==> src/hw/rtl/dtsq_pkg.sv <==
// Shared types, field widths and defaults for the decision tree classifier.
`default_nettype none

package dtsq_pkg;

    // Field widths of the item and result beats
    localparam int CMD_W      = 2;
    localparam int IDX_W      = 10;
    localparam int LABEL_W    = 12;
    localparam int FEAT_W     = 4;
    localparam int QCNT_W     = 3;
    localparam int VAL_W      = 16;
    localparam int SLOT_W     = 4;

    // Number of question fields carried by an item beat
    localparam int IN_QUESTIONS = 5;

    // Default sizes of the node table and the feature vector
    localparam int NODE_SLOTS_DEF    = 1024;
    localparam int MAX_QUESTIONS_DEF = 5;
    localparam int FEATURE_COUNT_DEF = 16;

    // Command codes
    typedef enum logic [CMD_W-1:0] {
        CMD_WRITE_NODE    = 2'd0,
        CMD_CLEAR_NODE    = 2'd1,
        CMD_WRITE_FEATURE = 2'd2,
        CMD_CLASSIFY      = 2'd3
    } t_cmd;

    // Control states of the walker
    typedef enum logic [1:0] {
        ST_CLEAR,
        ST_IDLE,
        ST_WALK,
        ST_DONE
    } t_state;

endpackage : dtsq_pkg

`default_nettype wire

==> src/hw/rtl/dtsq_match.sv <==
// Feature vector registers and the question match of one tree node.
`default_nettype none

module dtsq_match #(
    parameter int MAX_QUESTIONS = dtsq_pkg::MAX_QUESTIONS_DEF,
    parameter int FEATURE_COUNT = dtsq_pkg::FEATURE_COUNT_DEF,
    parameter int QCW           = $clog2(MAX_QUESTIONS + 1)
) (
    input  wire logic                                    i_clk,
    input  wire logic                                    i_rst_n,
    input  wire logic                                    i_fv_we,
    input  wire logic [dtsq_pkg::SLOT_W-1:0]             i_fv_slot,
    input  wire logic [dtsq_pkg::VAL_W-1:0]              i_fv_value,
    input  wire logic [dtsq_pkg::FEAT_W-1:0]             i_feat,
    input  wire logic [QCW-1:0]                          i_count,
    input  wire logic [MAX_QUESTIONS*dtsq_pkg::VAL_W-1:0] i_questions,
    output logic                                         o_match
);

    localparam int FW = (FEATURE_COUNT > 1) ? $clog2(FEATURE_COUNT) : 1;

    logic [dtsq_pkg::VAL_W-1:0] r_fv [FEATURE_COUNT];
    logic [7:0]                 slot_ext;
    logic [7:0]                 feat_ext;
    logic                       slot_ok;
    logic                       feat_ok;
    logic [dtsq_pkg::VAL_W-1:0] sel_value;

    assign slot_ext = {4'b0, i_fv_slot};
    assign feat_ext = {4'b0, i_feat};
    assign slot_ok  = slot_ext < 8'(FEATURE_COUNT);
    assign feat_ok  = feat_ext < 8'(FEATURE_COUNT);

    // Feature vector: cleared at reset, one slot written per beat.
    always_ff @(posedge i_clk) begin
        if (!i_rst_n) begin
            for (int f = 0; f < FEATURE_COUNT; f++) begin
                r_fv[f] <= '0;
            end
        end else if (i_fv_we && slot_ok) begin
            r_fv[slot_ext[FW-1:0]] <= i_fv_value;
        end
    end

    // A tested feature beyond the vector compares as zero.
    assign sel_value = feat_ok ? r_fv[feat_ext[FW-1:0]] : '0;

    // Any valid question value equal to the feature sends the walk left.
    always_comb begin
        o_match = 1'b0;
        for (int q = 0; q < MAX_QUESTIONS; q++) begin
            if ((QCW'(q) < i_count) &&
                (i_questions[q*dtsq_pkg::VAL_W +: dtsq_pkg::VAL_W] == sel_value)) begin
                o_match = 1'b1;
            end
        end
    end

endmodule : dtsq_match

`default_nettype wire

==> config.mk <==
export PLATFORM = sky130hd
export DESIGN_NAME = dtsq_match
export DESIGN_NICKNAME = d
export VERILOG_FILES = /design/src/hw/rtl/dtsq_pkg.sv /design/src/hw/rtl/dtsq_match.sv
export SDC_FILE = /design/constraint.sdc
export NUM_CORES = 1
export LEC_CHECK = 0
export ABC_AREA = 1
export BUFFER_PORTS_ARGS = -buffer_cell sky130_fd_sc_hd__buf_2
export CAP_MARGIN = 25
export CORE_MARGIN = 5
export CORE_UTILIZATION = 57
export CTS_BUF_LIST = sky130_fd_sc_hd__clkbuf_16
export CTS_CLUSTER_DIAMETER = 80
export DETAILED_ROUTE_END_ITERATION = 7
export HOLD_SLACK_MARGIN = 0.08
export PLACE_DENSITY = 0.77
export SYNTH_ARGS = -nofsm -noshare
export SYNTH_HDL_FRONTEND = slang
export SYNTH_SLANG_ARGS = --single-unit
==> constraint.sdc <==
create_clock -name i_clk -period 5.7 [get_ports i_clk]
set_input_delay 0.285 -clock i_clk [delete_from_list [all_inputs] [get_ports i_clk]]
set_output_delay 0.285 -clock i_clk [all_outputs]
set_load 0.05 [all_outputs]
==> summary.md <==
| Metric | Value |
|---|---|
| Status | `completed` |
| Final setup violation count | `0` |
| CTS sink count | `roughly 260` |
| IO Port Bufs | `110` |
| First-pass GRT wire length | `about 64000 microns` |
| Post-Synthesis Cell Area | `13620 sq um` |
| Max FFs per register | `256` |
| Setup bufs post-CTS | `0` |
| Buf+Inv Stages, Crit Path | `4` |
| Wirelength, routed | `42930 microns` |
| Yosys warns | `0` |
| Crit-path max FO | `44` |
| Worst slew pin tran | `~1100 ps` |
| Mean Syn Cell Area | `just over 8 sq um` |
| Biggest register | `r_fv` |
| Final Hold Fails | `0` |
| Max IR drop VDD | `0.2313 mV` |
| Synth top area cells | `edfxtp_1 (56%), nand2_1 (13%), nor2_1 (9.3%)` |
| Most area-hungry cell type in the Yosys netlist | `edfxtp_1` |
| Nets | `1813` |
| Cts hold-fix bufs | `0` |
| Hold WC Path Type | `input pin to register` |
| Critical path endpoint category | `output pin` |
| GPL Wtd Cong | `1.002` |
| Resized Gates After CTS | `0` |
| Die height | `roughly 160 microns` |
| DRT iter0 DRCs | `1496` |
| Area Growth Syn to Fin | `10.30%` |
| Startpoint class of the critical path | `input pin` |
| Cell Pwr Density | `301.3 nW/um^2` |
| CTS tree | `built` |
| Drt drc | `0` |
| Levels on crit path | `19` |
| Critical Path Max Stage Delay | `630 ps` |
| Vias per cell | `5.653` |
| Synth cell types | `28` |
| Antenna cells | `0` |
| Synth Register Bits | `256` |
| Post-route ant nets | `0` |
| Max Buffers Root-to-Sink | `3` |
| Final HPWL DP | `~29000 microns` |
| Most frequent cells in the layout | `nand2_1 (476), nor2_1 (339), edfxtp_1 (256)` |
| DIE WIDTH | `164.6 microns` |
| Pin count of the biggest net entering global routing | `73` |
| Top delay family on crit path | `buffers and inverters` |
| Core Box Area | `between 20000 and 25000 sq um` |
| Pleak | `6.991 nW` |
| Slew margin rel. | `28.00%` |
| DRT Pass-1 Iters | `6` |
| Ys flop type | `edfxtp_1` |
| Post-synth net total | `1751` |
| Root Buffer | `clkbuf_16` |
| Number of global-route vias before repair | `11030` |
| Commonest non-fill, non-tap cell in the layout | `nand2_1` |
| Setup crit end | `o_match` |
| CP Launch Point | `i_feat[0]` |
| CP dominant cell by count | `nand2_1` |
| GR Overflow Total | `0` |
| H-tree depth | `1` |
| Clk pin slew, worst setup/hold paths | `approximately 60 ps` |
| Critical Path RT | `5410 ps` |
| Crit share post-route | `67.19%` |
| Max Cap Viol | `0` |
| Share of cells above drive strength 1 | `11.73%` |
| CTS Buf Count | `26` |
| EDFF count, synth | `around 260` |
| Synthesized instance count | `roughly 1600` |
| Slowest CP cell | `clkinv_2` |
| Top flop regs | `r_fv x256` |
| Worst path cell trace | `buf_4 > clkinv_2 > buf_4 > nand2_1 > nand2_1 > nand2_1 > nand3_1 > nand3_1 > nand2_2 > nand2_1 > nand2_1 > nor2_1 > nand2_1 > nor2_1 > nand3_1 > nand2_1 > nor2_1 > nand2_1 > buf_2` |
| Total power | `0.004528 W` |
| Sequential area share after synthesis | `between 50% and 60%` |
| Post-layout min period | `3830 ps` |
| Total track usage | `31.61%` |
| Via count | `~12000` |
| Max frequency | `approximately 0.26 GHz` |
| Critical path arrival | `3540 ps` |
| Initial antenna violation count | `0` |
| Worst setup path category | `input pin to output pin` |
| Post-synth ARST share | `0%` |
| RSZ-0062 raised after global routing | `false` |
| Die area | `27090 sq um` |
| FP Rows | `56` |
| Top-level I/O count | `111` |
| Initial Utilization | `58.04%` |
| Max Slew Vio Count | `0` |
| Top cell type's share of synthesized area | `56.43%` |
| DR WL/cell | `about 21 microns` |
| Setup TNS | `0 ps` |
==> tightest hold or removal path, cell delays in order <==
cell	delay [ps]
buf_2	70
inv_1	250
nor2_1	170
==> logic make-up (layout without fill, tap and decap cells) <==
group                  count (synthesis)  after routing  share of synthesized area (%)
AND/OR/NAND/NOR                     1044           1044                          31.86
XOR/XNOR                              13             13                         0.8358
flip-flops                           256            256                          56.43
AO/OA/AOI/OAI                         42             42                          1.809
buffers and inverters                286            367                          9.065
==> report_power, final <==
| group | total, W | leakage, nW | internal [W] | switching (W) |
|---|---|---|---|---|
| sequential | 0.00221 | 2.44 | 0.00218 | 0.0000303 |
| clock | 0.00173 | 0.443 | 0.00101 | 0.000716 |
| combinational | 0.000592 | 4.11 | 0.000162 | 0.000430 |
| total | 0.00453 | 6.99 | 0.00335 | 0.00118 |
==> area by class of cell <==
| cell class | count | area [sq um] |
|---|---|---|
| clock buffers | 26 | 650.6 |
| clock inverters | 21 | 209.0 |
| fillers | 1979 | 8446 |
| inverters | 200 | 752.0 |
| multi-input cells | 1099 | 4701 |
| flip-flops and latches | 256 | 7687 |
| well taps | 319 | 399.1 |
| repair buffers | 120 | 628.1 |
==> per-stage QoR <==
step | utilization [%] | setup slack [ps] | hold WS, ps | std cells | instance area, sq um
floorplan | - | 3497 | 561.2 | 1641 | 13620
global placement | 60.36 | 2001 | 885.1 | 1994 | 14170
detailed placement | 60.36 | 1962 | 907.3 | 1994 | 14170
CTS | 64.02 | 1950 | 341.5 | 2041 | 15030
global route | 64.02 | 1657 | 382.5 | 2041 | 15030
finish | 64.02 | 1870 | 355.8 | 2041 | 15030
==> synth_stat cells (2+ instances only) <==
cell type / number
clkbuf_1: 39
o211ai_2: 2
nand2_1: 476
inv_1: 191
o211ai_1: 5
xnor2_1: 4
buf_6: 10
nand3_2: 16
nor2_1: 339
inv_2: 9
o21ai_1: 10
xor2_1: 9
buf_8: 2
nor3_1: 4
or2_0: 2
buf_1: 2
o21ai_0: 15
edfxtp_1: 256
a21oi_1: 4
nand2_2: 15
nand3_1: 178
buf_2: 24
nand4_1: 4
o22ai_1: 5
nand3b_1: 9
buf_4: 9
==> routing by layer <==
| layer | global-route usage [%] | vias to the layer above | wire, microns |
|---|---|---|---|
| met1 | 42.62 | 5322 | 16170 |
| met2 | 50.82 | 785 | 19700 |
| met5 | 0 | - | 0 |
| met4 | 13.72 | 0 | 1964 |
| met3 | 5.440 | 102 | 5096 |
| li1 | - | 5328 | - |
==> worst min path at each step <==
stage	cells after the start	start	to	slack [ps]
3_3_place_gp	3	i_fv_value[15]	r_fv[9][15]	890
6_report	3	i_fv_value[0]	r_fv[14][0]	360
4_1_cts	3	i_fv_value[15]	r_fv[9][15]	340
3_5_place_dp	3	i_fv_value[15]	r_fv[8][15]	910
5_1_grt	3	i_fv_value[15]	r_fv[10][15]	380
2_1_floorplan	2	i_fv_value[0]	r_fv[0][0]	560
(Power assumes the default switching activity.)
